===== config.mk =====
export PLATFORM = sky130hd
export DESIGN_NAME = wssc_fifo
export DESIGN_NICKNAME = d
export VERILOG_FILES = /design/src/design/wssc_pkg.sv /design/src/design/wssc_fifo.sv
export SDC_FILE = /design/constraint.sdc
export NUM_CORES = 1
export LEC_CHECK = 0
export ABC_AREA = 0
export BUFFER_PORTS_ARGS = -buffer_cell sky130_fd_sc_hd__buf_2
export CAP_MARGIN = 20
export CORE_MARGIN = 4
export CORE_UTILIZATION = 40
export DETAILED_ROUTE_END_ITERATION = 12
export PLACE_DENSITY = 0.76
export SLEW_MARGIN = 20
export SYNTH_ARGS = -nofsm -noshare
export SYNTH_HDL_FRONTEND = slang
export SYNTH_SLANG_ARGS = --single-unit

===== constraint.sdc =====
create_clock -name clk -period 34.6 [get_ports clk]
set_input_delay 8.65 -clock clk [delete_from_list [all_inputs] [get_ports clk]]
set_output_delay 8.65 -clock clk [all_outputs]
set_load 0.02 [all_outputs]

===== src/design/wssc_pkg.sv =====
// ---------------------------------------------------------------------------
// wssc_pkg
// Shared types and constants of the weighted spatial spread core.
// ---------------------------------------------------------------------------
package wssc_pkg;

  localparam int unsigned MAX_STATES_DEF  = 4096;
  localparam int unsigned QUEUE_DEPTH_DEF = 2;

  localparam int unsigned CFG_IDX_W  = 3;
  localparam int unsigned CFG_DATA_W = 47;
  localparam int unsigned STEP_W     = 16;
  localparam int unsigned CUTOFF_W   = 47;

  // Register indexes
  localparam logic [CFG_IDX_W-1:0] CFG_AXIS_STEP_X   = 3'd0;
  localparam logic [CFG_IDX_W-1:0] CFG_AXIS_STEP_Y   = 3'd1;
  localparam logic [CFG_IDX_W-1:0] CFG_AXIS_STEP_Z   = 3'd2;
  localparam logic [CFG_IDX_W-1:0] CFG_SPREAD_CUTOFF = 3'd3;

  localparam logic [STEP_W-1:0]   STEP_RESET   = 16'd4096;
  localparam logic [CUTOFF_W-1:0] CUTOFF_RESET = '0;

  localparam logic [12:0] COUNT_MAX = 13'd8191;
  localparam logic [63:0] SQ_CAP    = 64'h4000_0000_0000_0000;

  typedef struct packed {
    logic signed [15:0] amplitude;
    logic signed [15:0] x_coord;
    logic signed [15:0] y_coord;
    logic signed [15:0] z_coord;
    logic               last_of_state;
  } in_item_t;

  typedef struct packed {
    logic [11:0]        state_index;
    logic signed [47:0] spread;
    logic               delocalized;
    logic [12:0]        delocalized_count;
  } out_item_t;

  // Finished sums of one state, handed from front to back
  typedef struct packed {
    logic signed [63:0] sum_x;
    logic signed [63:0] sum_y;
    logic signed [63:0] sum_z;
    logic [63:0]        sum_squares;
  } snap_t;

  typedef struct packed {
    logic [STEP_W-1:0]   step_x;
    logic [STEP_W-1:0]   step_y;
    logic [STEP_W-1:0]   step_z;
    logic [CUTOFF_W-1:0] spread_cutoff;
  } cfg_t;

endpackage


===== src/design/wssc_fifo.sv =====
// ---------------------------------------------------------------------------
// wssc_fifo
// Short queue of finished state sums between the accumulating front and the
// finishing back.
// ---------------------------------------------------------------------------
module wssc_fifo #(
  parameter int unsigned DEPTH = wssc_pkg::QUEUE_DEPTH_DEF
) (
  input  logic            clk,
  input  logic            rst_n,
  input  logic            push,
  input  wssc_pkg::snap_t wr_data,
  output logic            full,
  input  logic            pop,
  output wssc_pkg::snap_t rd_data,
  output logic            empty
);
  import wssc_pkg::*;

  localparam int unsigned PTR_W = (DEPTH > 1) ? $clog2(DEPTH) : 1;
  localparam int unsigned CNT_W = $clog2(DEPTH + 1);
  localparam logic [PTR_W-1:0] PTR_LAST = PTR_W'(DEPTH - 1);
  localparam logic [CNT_W-1:0] CNT_FULL = CNT_W'(DEPTH);

  snap_t            mem_r [DEPTH];
  logic [PTR_W-1:0] wr_ptr_r, wr_ptr_nxt;
  logic [PTR_W-1:0] rd_ptr_r, rd_ptr_nxt;
  logic [CNT_W-1:0] cnt_r, cnt_nxt;

  assign full    = (cnt_r == CNT_FULL);
  assign empty   = (cnt_r == '0);
  assign rd_data = mem_r[rd_ptr_r];

  always_comb begin
    wr_ptr_nxt = wr_ptr_r;
    rd_ptr_nxt = rd_ptr_r;
    cnt_nxt    = cnt_r;
    if (push) begin
      wr_ptr_nxt = (wr_ptr_r == PTR_LAST) ? '0 : wr_ptr_r + 1'b1;
    end
    if (pop) begin
      rd_ptr_nxt = (rd_ptr_r == PTR_LAST) ? '0 : rd_ptr_r + 1'b1;
    end
    if (push && !pop) begin
      cnt_nxt = cnt_r + 1'b1;
    end else if (pop && !push) begin
      cnt_nxt = cnt_r - 1'b1;
    end
  end

  always_ff @(posedge clk) begin
    if (!rst_n) begin
      wr_ptr_r <= '0;
      rd_ptr_r <= '0;
      cnt_r    <= '0;
    end else begin
      wr_ptr_r <= wr_ptr_nxt;
      rd_ptr_r <= rd_ptr_nxt;
      cnt_r    <= cnt_nxt;
    end
  end

  always_ff @(posedge clk) begin
    if (push) begin
      mem_r[wr_ptr_r] <= wr_data;
    end
  end

endmodule


==> impl_summary.md <==
Synth
The Yosys step of the flow raised 0 warnings. The compound-gate portion of the synthesized area was 0.00107. The synthesized area divided by synthesized cell count is 23.0 sq um. Counting every net in the synthesized netlist gives 1,079. Of the total synthesized cell area, the portion taken by AND, OR, NAND and NOR gates is 0.00286.

The cell accounting for the most synthesized area is sky130_fd_sc_hd__edfxtp_1. The portion of the post-synthesis area used by sequential elements is 0.824. After synthesis, the largest family of logic cells by area is multiplexers. By area the synthesized netlist is led by sky130_fd_sc_hd__edfxtp_1 82%, sky130_fd_sc_hd__mux2_2 15%, sky130_fd_sc_hd__buf_6 1.6%.

After synthesis, the share of cell area in mux cells is 0.154. The area share of fa/ha/maj cells after synthesis is 0.000666. After synthesis, the netlist uses 17 different library cells. The xor and xnor area share after synthesis is 0.00140.

The cell area that synthesis handed to floorplanning was 0.0188 sq mm. After technology mapping, the gate count stands at 818. The share of the synthesized area in the top cell type is 0.819.

The post-synthesis sequential element count is 517.

Finish
The layout has 3,737 filler cells. Of the cells placed in the final design, the portion with a size suffix greater than 1 is 0.608. The top cell types in the final layout, fill and taps aside, are 517 x sky130_fd_sc_hd__buf_2, 512 x sky130_fd_sc_hd__edfxtp_1, 256 x sky130_fd_sc_hd__mux2_2, 51 x sky130_fd_sc_hd__clkbuf_16, 13 x sky130_fd_sc_hd__clkbuf_1. After the flow finishes, the layout carries non-filler instances totaling 2,021. The commonest non-fill, non-tap cell in the layout is sky130_fd_sc_hd__buf_2. The relative area change from synthesis to final layout is 24.9%. The net count of the finished layout is 1,629.

Placement
The count of buffers added on input and output ports is 517. The global placement routability congestion is 0.868. Detailed placement finished with a half-perimeter wire length of 27.8 mm. The post-place setup slack is 22.89 ns.

The count of placed standard cells including taps is 1,923.

Timing
Derived from the worst setup path, the maximum achievable clock frequency is 0.0816 GHz. The share of the clock period used by the worst path is 0.354. The accumulated negative setup slack is 0 ns. The number of pins exceeding their max-slew limit in the final report is 0. Setup slack on the critical path of the routed design comes to 22.35 ns.

The minimum hold slack is 0.540 ns. The final number of hold-violating endpoints is 0. Setup violations remaining at the end of the flow were counted as 0. For the finished layout, the period the worst path requires is 12.25 ns. Setup repair after global routing left no endpoint under its margin. At the pin with the least slew margin, the transition time is 0.966 ns. The worst-case headroom to the max-slew limit is 0.356. The setup skew after layout is 0.00970 ns.

Clock network
Clock-pin slew was measured on the worst setup and hold paths at 0.06 ns. The number of buffers added to fix hold violations after cts is 0. The number of buffers added by the clock tree synthesis step is 50. For the worst-skew pair, the clock arrives at the later sink with an insertion delay of 0.56 ns. TritonCTS built the clock tree. The clock tree synthesis step divided the H-tree into 2 levels. The total clock sinks is 517. In this run the post-CTS setup repair buffer count came out at 0.

After clock tree synthesis, the repair step resized 0 gates. The longest clock path from root to sink contains 3 buffers. The cell sitting at the root of the clock tree is a sky130_fd_sc_hd__clkbuf_16.

Floorplan
Row generation in the floorplan step produced 79 rows. After floorplanning, the core was sized to cover 0.0465 sq mm. From bottom edge to top edge, the die measures 225 microns. The starting utilization of the core area is 0.404.

The floorplan step defined a die boundary enclosing 0.0505 sq mm. Pin placement for this block handled 518 I/O pins. The width of the die is 225 microns.

Power and ir drop
The leakage power total is 0.00869 uW. The worst IR drop on VDD is 0.0431 mV. The total design power is 1400 uW.

The total power density per cell area is 59.6 mW/mm^2.

Critical path
STA classifies the critical path endpoint as an output pin. The required time of the worst setup path is 25.95 ns. The arrival time reported for the critical path endpoint is 3.60 ns. The maximum fanout encountered on the critical timing path is 74. The type of the worst setup path is reg -> out. The launching element type of the critical path is a register.

Global routing
The wire length of the first global-routing pass is 59.3 mm. The global-route usage over all layers is 0.152. Entering global routing, the biggest net connects 135 pins. The overflow left after global routing is 0. The number of antenna violations at the first check in global routing is 8. The number of global-route vias before repair is 10,100.

Drt
Once detail routing completed, the nets flagged for antenna violations numbered 0. The number of design-rule violations left by the first detailed-router iteration is 653. The detailed-router iteration count before antenna repair is 5. The via total after detailed routing is 9,543. The average via count per standard cell is 4.72. In the final routed layout, each cell accounts on average for 19.8 microns. The total routed wirelength is 40.0 mm. After detailed routing, the number of remaining DRC violations is 0.

Job
Max-cap violations in this run came to 0.

Run status
The run finished with clean final reports.

Hold path
The type of the tightest min-delay check is reg -> reg.
## worst max-delay path: stages (launching register included)
cell and delay, ns:
sky130_fd_sc_hd__dfxtp_4 0.81, sky130_fd_sc_hd__buf_4 0.70, sky130_fd_sc_hd__buf_4 0.83, sky130_fd_sc_hd__mux2_2 0.43
sky130_fd_sc_hd__buf_2 0.16
## flip-flops by register name (all words and copies together) (netlist names), named ones only
signal / cells
wr_ptr_r: 1
mem_r: 512
cnt_r: 2
rd_ptr_r: 1
## synthesized netlist by cell type (all sizes together)
library cell,count
a21boi,1
and2,4
buf,28
dfxtp,5
edfxtp,512
ha,1
inv,1
mux2,256
nor2,1
nor2b,3
o21a,1
o21ai,1
or3,1
xnor2,1
xor2,2
## power breakdown
group | internal [uW] | switching [uW] | leakage [uW] | total (uW)
clock | 287 | 217 | 0.000741 | 504
combinational | 63.7 | 95.7 | 0.00310 | 159
sequential | 725 | 10.3 | 0.00485 | 735
## final cells by class
class	count	area (sq um)	share of cell area
Inverter	1	3.75	0.000160
Clock buffer	64	1330	0.0565
Antenna cell	7	17.5	0.000747
Sequential cell	517	15500	0.660
Clock inverter	27	205	0.00875
Multi-Input combinational cell	272	3010	0.128
Timing Repair Buffer	526	2670	0.114
Tap cell	607	759	0.0324
## cell families after synthesis
logic type,after synthesis
DFF,517
muxes,256
buffers and inverters,29
and+or+nand+nor,9
AOI/OAI and AO/OA,3
xor gates and xnor gates,3
adders and majority gates,1
## per-layer routing
metal	vias up	global-route usage	share of wire	wire length (microns)
met5	-	0	0.00033	13
met4	2	0.0397	0.017	682
met3	51	0.0486	0.092	3690
met2	404	0.268	0.53	21100
met1	4705	0.180	0.36	14500
li1	4381	-	-	-
## path summary, 6_finish.rpt
check | startpoint | to | slack (ns) | cells past startpoint
setup / recovery | register | rd_data[148] | 22.35 | 4
hold / removal | cnt_r[1] | cnt_r[1] | 0.54 | 2
setup reg to reg | wr_ptr_r | mem_r[0][198] | 31.65 | 3
hold reg to reg | cnt_r[1] | cnt_r[1] | 0.54 | 2
## metrics by stage
step,instance area (sq um),util
2_1_floorplan,18800,-
3_3_place_gp,21900,0.472
3_5_place_dp,21900,0.472
4_1_cts,23400,0.505
5_1_grt,23500,0.505
6_report,23500,0.505
Power figures use the tool's default switching activity.
