<file path="src/design/wssc_pkg.sv">
// ---------------------------------------------------------------------------
// wssc_pkg
// Shared types and constants of the weighted spatial spread core.
// ---------------------------------------------------------------------------
package wssc_pkg;

  localparam int unsigned MAX_STATES_DEF  = 4096;
  localparam int unsigned QUEUE_DEPTH_DEF = 2;

  localparam int unsigned CFG_IDX_W  = 3;
  localparam int unsigned CFG_DATA_W = 47;
  localparam int unsigned STEP_W     = 16;
  localparam int unsigned CUTOFF_W   = 47;

  // Register indexes
  localparam logic [CFG_IDX_W-1:0] CFG_AXIS_STEP_X   = 3'd0;
  localparam logic [CFG_IDX_W-1:0] CFG_AXIS_STEP_Y   = 3'd1;
  localparam logic [CFG_IDX_W-1:0] CFG_AXIS_STEP_Z   = 3'd2;
  localparam logic [CFG_IDX_W-1:0] CFG_SPREAD_CUTOFF = 3'd3;

  localparam logic [STEP_W-1:0]   STEP_RESET   = 16'd4096;
  localparam logic [CUTOFF_W-1:0] CUTOFF_RESET = '0;

  localparam logic [12:0] COUNT_MAX = 13'd8191;
  localparam logic [63:0] SQ_CAP    = 64'h4000_0000_0000_0000;

  typedef struct packed {
    logic signed [15:0] amplitude;
    logic signed [15:0] x_coord;
    logic signed [15:0] y_coord;
    logic signed [15:0] z_coord;
    logic               last_of_state;
  } in_item_t;

  typedef struct packed {
    logic [11:0]        state_index;
    logic signed [47:0] spread;
    logic               delocalized;
    logic [12:0]        delocalized_count;
  } out_item_t;

  // Finished sums of one state, handed from front to back
  typedef struct packed {
    logic signed [63:0] sum_x;
    logic signed [63:0] sum_y;
    logic signed [63:0] sum_z;
    logic [63:0]        sum_squares;
  } snap_t;

  typedef struct packed {
    logic [STEP_W-1:0]   step_x;
    logic [STEP_W-1:0]   step_y;
    logic [STEP_W-1:0]   step_z;
    logic [CUTOFF_W-1:0] spread_cutoff;
  } cfg_t;

endpackage

</file>
<file path="src/design/wssc_back.sv">
// ---------------------------------------------------------------------------
// wssc_back
// Per-state finish: squared means through one shared multiplier, spread,
// cutoff test, state and count bookkeeping, result register.
// ---------------------------------------------------------------------------
module wssc_back #(
  parameter int unsigned MAX_STATES = wssc_pkg::MAX_STATES_DEF
) (
  input  logic                clk,
  input  logic                rst_n,
  input  wssc_pkg::cfg_t      cfg,
  input  logic                snap_empty,
  input  wssc_pkg::snap_t     snap_data,
  output logic                snap_pop,
  output logic                out_valid,
  input  logic                out_stall,
  output wssc_pkg::out_item_t out_data
);
  import wssc_pkg::*;

  localparam int unsigned NAX  = 3;
  localparam int unsigned SN_W = (MAX_STATES > 1) ? $clog2(MAX_STATES) : 1;
  localparam logic [SN_W-1:0] SN_LAST = SN_W'(MAX_STATES - 1);

  localparam logic [1:0] B_IDLE = 2'd0;
  localparam logic [1:0] B_MUL  = 2'd1;
  localparam logic [1:0] B_DIFF = 2'd2;
  localparam logic [1:0] B_OUT  = 2'd3;

  localparam logic [1:0] PART_HH = 2'd0;
  localparam logic [1:0] PART_HL = 2'd1;
  localparam logic [1:0] PART_LL = 2'd2;

  localparam logic [3:0] STEP_END = 4'd9;

  localparam logic signed [47:0] SPREAD_MAX = 48'sh7FFF_FFFF_FFFF;
  localparam logic signed [47:0] SPREAD_MIN = 48'sh8000_0000_0000;

  logic [1:0]  bst_r, bst_nxt;
  logic [3:0]  step_r, step_nxt;
  logic [63:0] s2_r;
  logic [38:0] mag_r [NAX];
  logic        cap_r [NAX];
  logic [45:0] prod_r, prod_nxt;
  logic [1:0]  kind_r;
  logic        pcap_r;
  logic [63:0] means_r, means_nxt;
  logic signed [47:0] spread_r, spread_nxt;
  logic [SN_W-1:0] state_r, state_nxt;
  logic [12:0] above_r, above_nxt, above_inc;
  logic        out_valid_r, out_valid_nxt;
  out_item_t   out_data_r, out_data_nxt;
  logic        out_load;

  logic signed [63:0] snap_sum [NAX];
  logic [63:0] abs_v [NAX];
  logic [1:0]  iss_axis;
  logic [1:0]  iss_part;
  logic [38:0] mag_sel;
  logic [22:0] op_a, op_b;
  logic [63:0] term;
  logic [64:0] diff;
  logic        deloc;
  logic [31:0] sn_ext;

  assign snap_sum[0] = snap_data.sum_x;
  assign snap_sum[1] = snap_data.sum_y;
  assign snap_sum[2] = snap_data.sum_z;

  always_comb begin
    for (int i = 0; i < NAX; i++) begin
      abs_v[i] = snap_sum[i][63] ? (64'd0 - snap_sum[i]) : snap_sum[i];
    end
  end

  // Nine products: per axis high*high, high*low, low*low of the magnitude
  always_comb begin
    case (step_r)
      4'd0: begin iss_axis = 2'd0; iss_part = PART_HH; end
      4'd1: begin iss_axis = 2'd0; iss_part = PART_HL; end
      4'd2: begin iss_axis = 2'd0; iss_part = PART_LL; end
      4'd3: begin iss_axis = 2'd1; iss_part = PART_HH; end
      4'd4: begin iss_axis = 2'd1; iss_part = PART_HL; end
      4'd5: begin iss_axis = 2'd1; iss_part = PART_LL; end
      4'd6: begin iss_axis = 2'd2; iss_part = PART_HH; end
      4'd7: begin iss_axis = 2'd2; iss_part = PART_HL; end
      4'd8: begin iss_axis = 2'd2; iss_part = PART_LL; end
      default: begin iss_axis = 2'd0; iss_part = PART_HH; end
    endcase
    mag_sel = mag_r[iss_axis];
    case (iss_part)
      PART_HH: begin op_a = mag_sel[38:16];        op_b = mag_sel[38:16]; end
      PART_HL: begin op_a = mag_sel[38:16];        op_b = {7'd0, mag_sel[15:0]}; end
      PART_LL: begin op_a = {7'd0, mag_sel[15:0]}; op_b = {7'd0, mag_sel[15:0]}; end
      default: begin op_a = mag_sel[38:16];        op_b = mag_sel[38:16]; end
    endcase
    prod_nxt = op_a * op_b;
  end

  // A capped axis adds the cap once and nothing for its other parts
  always_comb begin
    case (kind_r)
      PART_HH: term = pcap_r ? SQ_CAP : {2'd0, prod_r, 16'd0};
      PART_HL: term = pcap_r ? 64'd0 : {17'd0, prod_r, 1'b0};
      PART_LL: term = pcap_r ? 64'd0 : {34'd0, prod_r[45:16]};
      default: term = 64'd0;
    endcase
  end

  assign diff      = {1'b0, s2_r} - {1'b0, means_r};
  assign deloc     = spread_r > $signed({1'b0, cfg.spread_cutoff});
  assign above_inc = (deloc && above_r != COUNT_MAX) ? above_r + 13'd1 : above_r;
  assign sn_ext    = 32'(state_r);

  always_comb begin
    bst_nxt       = bst_r;
    step_nxt      = step_r;
    means_nxt     = means_r;
    spread_nxt    = spread_r;
    state_nxt     = state_r;
    above_nxt     = above_r;
    out_data_nxt  = out_data_r;
    out_valid_nxt = out_valid_r && out_stall;
    out_load      = 1'b0;
    snap_pop      = 1'b0;
    case (bst_r)
      B_IDLE: begin
        if (!snap_empty) begin
          snap_pop  = 1'b1;
          step_nxt  = '0;
          means_nxt = '0;
          bst_nxt   = B_MUL;
        end
      end
      B_MUL: begin
        step_nxt = step_r + 4'd1;
        if (step_r != 4'd0) begin
          means_nxt = means_r + term;
        end
        if (step_r == STEP_END) begin
          bst_nxt = B_DIFF;
        end
      end
      B_DIFF: begin
        if (!diff[64] && (|diff[63:47])) begin
          spread_nxt = SPREAD_MAX;
        end else if (diff[64] && !(&diff[63:47])) begin
          spread_nxt = SPREAD_MIN;
        end else begin
          spread_nxt = $signed(diff[47:0]);
        end
        bst_nxt = B_OUT;
      end
      B_OUT: begin
        if (!out_valid_r || !out_stall) begin
          out_load                       = 1'b1;
          out_valid_nxt                  = 1'b1;
          out_data_nxt.state_index       = sn_ext[11:0];
          out_data_nxt.spread            = spread_r;
          out_data_nxt.delocalized       = deloc;
          out_data_nxt.delocalized_count = above_inc;
          // batch end: restart numbering and count
          if (state_r == SN_LAST) begin
            state_nxt = '0;
            above_nxt = '0;
          end else begin
            state_nxt = state_r + 1'b1;
            above_nxt = above_inc;
          end
          bst_nxt = B_IDLE;
        end
      end
      default: bst_nxt = B_IDLE;
    endcase
  end

  always_ff @(posedge clk) begin
    if (!rst_n) begin
      bst_r       <= B_IDLE;
      step_r      <= '0;
      state_r     <= '0;
      above_r     <= '0;
      out_valid_r <= 1'b0;
    end else begin
      bst_r       <= bst_nxt;
      step_r      <= step_nxt;
      state_r     <= state_nxt;
      above_r     <= above_nxt;
      out_valid_r <= out_valid_nxt;
    end
  end

  always_ff @(posedge clk) begin
    prod_r   <= prod_nxt;
    kind_r   <= iss_part;
    pcap_r   <= cap_r[iss_axis];
    means_r  <= means_nxt;
    spread_r <= spread_nxt;
    if (out_load) begin
      out_data_r <= out_data_nxt;
    end
    if (snap_pop) begin
      s2_r <= snap_data.sum_squares;
      for (int i = 0; i < NAX; i++) begin
        mag_r[i] <= abs_v[i][38:0];
        cap_r[i] <= |abs_v[i][63:39];
      end
    end
  end

  assign out_valid = out_valid_r;
  assign out_data  = out_data_r;

endmodule

</file>
<file path="config.mk">
export PLATFORM = sky130hd
export DESIGN_NAME = wssc_back
export DESIGN_NICKNAME = d
export VERILOG_FILES = /design/src/design/wssc_pkg.sv /design/src/design/wssc_back.sv
export SDC_FILE = /design/constraint.sdc
export NUM_CORES = 2
export LEC_CHECK = 0
export ABC_AREA = 1
export BUFFER_PORTS_ARGS = -buffer_cell sky130_fd_sc_hd__buf_2
export CORE_ASPECT_RATIO = 1.5
export CORE_MARGIN = 3
export CORE_UTILIZATION = 55
export DETAILED_ROUTE_END_ITERATION = 10
export PLACE_DENSITY_LB_ADDON = 0.25
export SETUP_SLACK_MARGIN = 0.3
export SYNTH_ARGS = -nofsm -noshare
export SYNTH_HDL_FRONTEND = slang
export SYNTH_SLANG_ARGS = --single-unit
</file>
<file path="constraint.sdc">
create_clock -name clk -period 15.3 [get_ports clk]
set_input_delay 0.765 -clock clk [delete_from_list [all_inputs] [get_ports clk]]
set_output_delay 0.765 -clock clk [all_outputs]
set_load 0.02 [all_outputs]
</file>
==> summary.txt <==
run status: completed
largest net degree at the start of global routing: 80
top area cells in the synthesized netlist: sky130_fd_sc_hd__edfxtp_1, sky130_fd_sc_hd__fa_1, sky130_fd_sc_hd__nand2_1
library cell occupying the most area in the post-synthesis netlist: sky130_fd_sc_hd__edfxtp_1
number of buffers added on ports: 382
area of all sequential standard cells: 0.0128 mm^2
number of enable flip-flop cells after synthesis: 370
Max-slew headroom: 0.0258
width of the die: 257 um
post-cts gate resize count: 0
share of layout cells above drive strength 1: 0.0823
number of fill cells in the layout: 8673
Clock H-tree levels: 2
TNS Setup: 0 ns
endpoint required time on the critical path: 15.83 ns
number of clock sinks seen by CTS: 455
Post-Synthesis Net Count: 8244
Clk Tree Root Cell: sky130_fd_sc_hd__clkbuf_16
async set-reset flop share out of synthesis: 0
number of buffers created by CTS: 47
portion of the post-synthesis area used by sequential elements: 0.246
final setup vio count: 0
area growth from synthesis to layout: 9.41%
top_reg_cell synth: sky130_fd_sc_hd__edfxtp_1
Cell variety after synth: 50
clock tree from TritonCTS: built
global-route wire length before repair: 292000 um
timing-limited maximum frequency: 91.9 MHz
Initial DRC Count: 3617
delay of the slowest cell on the worst path: 1.09 ns
clock network latency to the later pin of the worst-skew pair: 0.64 ns
Min Clock Period, post-route: 10.88 ns
setup repair after global routing missed its margin: no
pins over their slew limit: 0
Routability Congestion: 1.10
initial antenna violation count: 26
fin crit share: 0.711
final layout net count: 8572
die span in y: 383 um
Yosys top cell area share: 0.213
Yosys warning total: 0
Crit-path slowest cell: sky130_fd_sc_hd__clkinv_1
Post-CTS Hold Buffers: 0
category of the worst setup path capture point: register
Detailed Place HPWL: 163000 um
largest fanout of any net on the critical path: 27
vias per inst: 5.60
launching element type of the critical path: register
flops & latches, synth: 455
clock-pin transition on the worst setup and hold timing paths: 0.07 ns
gr ovfl total: 0
FP Rows: 137
Worst Max-Slew Pin Slew: 1.45 ns
class of the worst hold path: in -> reg
max-capacitance violation count: 0
summed instance area of the synthesized netlist: 0.0521 mm^2
combined global-route utilization of all metal layers: 0.400
final hold vios: 0
worst min-delay path startpoint: snap_data[9]
Pre-antenna DRT Iters: 8
detailed-route wire length per cell: 22.7 um
clock buffer depth: 3
Layout Skew: 0.0188 ns
drt total wl: 198000 um
average size of a mapped cell: 7.35 um^2
launch point of the worst reg-to-reg path: iss_part[0]
cell occurring most often along the worst timing path: sky130_fd_sc_hd__inv_1
Ports: 431
total area of multi-input combinational cells: 0.0329 mm^2
type of the setup path with the least slack: reg -> reg
count of unresolved DRC violations after routing: 0
DRT antenna net count: 0
start point of the critical path: iss_part[0]
number of global-route vias before repair: 51.0k
Post-CTS Setup Bufs: 0
gate count of the mapped netlist: 7086
placeable core region: 0.0934 mm^2
arrival time reported for the critical path endpoint: 11.41 ns
starting density of the core: 0.557
Die ar.: 0.0984 mm^2
DR vias: 48.8k
## through the flow
stage	cells	setup slack, ns	utilization	instance area [um^2]	hold slack [ns]
final	8720	4.42	0.610	57000	0.303
after CTS	8700	4.77	0.609	56900	0.272
after global placement	8616	4.88	0.592	55300	0.435
after detailed placement	8616	4.82	0.592	55300	0.441
after global routing	8714	4.02	0.609	56900	0.283
after floorplan	7086	5.83	-	52100	0.331
## state kept, by name, indices dropped and copies added (netlist names)
| signal | cells |
|---|---|
| out_valid | 1 |
| s2_r | 64 |
| mag_r | 117 |
| bst_r | 2 |
| above_r | 13 |
| pcap_r | 1 |
| state_r | 12 |
| prod_r | 46 |
| step_r | 4 |
| means_r | 64 |
| cap_r | 3 |
| out_data | 74 |
| iss_part | 2 |
| spread_r | 48 |
| iss_axis | 2 |
| kind_r | 2 |
## cells by family after synthesis
family,synth area share
adders and majority gates,0.256
buffers and inverters,0.123
xor gates and xnor gates,0.0441
DFF,0.246
muxes,0.000577
AOI/OAI and AO/OA,0.0887
and+or+nand+nor,0.241
## routing by layer
layer	track usage	share of wire	vias up
met2	0.723	0.50	2377
met1	0.347	0.29	22500
met4	0.447	0.14	8
li1	-	-	22800
met5	0	0.00025	-
met3	0.0767	0.068	1039
## worst max-delay path: cells and delay by family (launching register included)
family | cells | cell delay [ns]
flops | 1 | 0.52
fa+ha+maj | 9 | 4.15
buf+inv | 10 | 2.46
simple gates | 7 | 0.91
compound gates | 5 | 2.73
## cell type report
class,instances,area share
Antenna cell,20,0.000879
Clock buffer,52,0.0210
Clock inverter,32,0.00688
Inverter,1534,0.101
Multi-Input combinational cell,4945,0.578
Sequential cell,455,0.225
Tap cell,1251,0.0275
Timing Repair Buffer,431,0.0400
## cell usage in the layout (no fill, tap or decap), types with 9 or more instances in the layout
cell | synthesis | final
sky130_fd_sc_hd__a21o_1 | 16 | 16
sky130_fd_sc_hd__a21oi_1 | 336 | 336
sky130_fd_sc_hd__a31oi_1 | 50 | 49
sky130_fd_sc_hd__and3_1 | 11 | 11
sky130_fd_sc_hd__buf_2 | 13 | 382
sky130_fd_sc_hd__buf_4 | 0 | 49
sky130_fd_sc_hd__clkbuf_16 | 0 | 47
sky130_fd_sc_hd__clkinv_1 | 27 | 30
sky130_fd_sc_hd__dfxtp_1 | 85 | 85
sky130_fd_sc_hd__diode_2 | 0 | 20
sky130_fd_sc_hd__edfxtp_1 | 370 | 370
sky130_fd_sc_hd__fa_1 | 440 | 440
sky130_fd_sc_hd__ha_1 | 363 | 362
sky130_fd_sc_hd__inv_1 | 1493 | 1493
sky130_fd_sc_hd__inv_2 | 14 | 15
sky130_fd_sc_hd__nand2_1 | 1693 | 1693
sky130_fd_sc_hd__nand3_1 | 261 | 261
sky130_fd_sc_hd__nand4_1 | 93 | 93
sky130_fd_sc_hd__nor2_1 | 768 | 763
sky130_fd_sc_hd__nor2_2 | 11 | 14
sky130_fd_sc_hd__nor3_1 | 80 | 80
sky130_fd_sc_hd__nor3b_1 | 9 | 9
sky130_fd_sc_hd__nor4_1 | 42 | 42
sky130_fd_sc_hd__o211ai_1 | 38 | 38
sky130_fd_sc_hd__o21a_1 | 20 | 20
sky130_fd_sc_hd__o21ai_0 | 264 | 264
sky130_fd_sc_hd__o21ai_1 | 12 | 9
sky130_fd_sc_hd__o21bai_1 | 25 | 25
sky130_fd_sc_hd__o221ai_1 | 16 | 16
sky130_fd_sc_hd__o22ai_1 | 21 | 21
sky130_fd_sc_hd__or2_2 | 59 | 59
sky130_fd_sc_hd__xnor2_1 | 72 | 72
sky130_fd_sc_hd__xor2_1 | 190 | 190
## cell usage after synthesis, drive strengths merged, types with 9 or more instances
master	instances
a21o	16
a21oi	336
a31oi	50
and3	11
buf	33
clkbuf	119
clkinv	27
dfxtp	85
edfxtp	370
fa	440
ha	363
inv	1507
nand2	1696
nand3	262
nand4	93
nor2	779
nor3	84
nor3b	9
nor4	42
o211ai	38
o21a	20
o21ai	278
o21bai	26
o221ai	16
o22ai	21
or2	60
xnor2	72
xor2	190
## final timing paths
kind | slack (ns) | end | cells after the start
worst max register to register | 4.42 | prod_r[39] | 31
worst min register to register | 0.45 | out_data[37] | 0
worst min-delay path | 0.30 | s2_r[9] | 1
worst max-delay path | 4.42 | prod_r[39] | 31
Power is not shown: default switching activity piles up to over one toggle a cycle in this logic, so the estimate is an artifact.
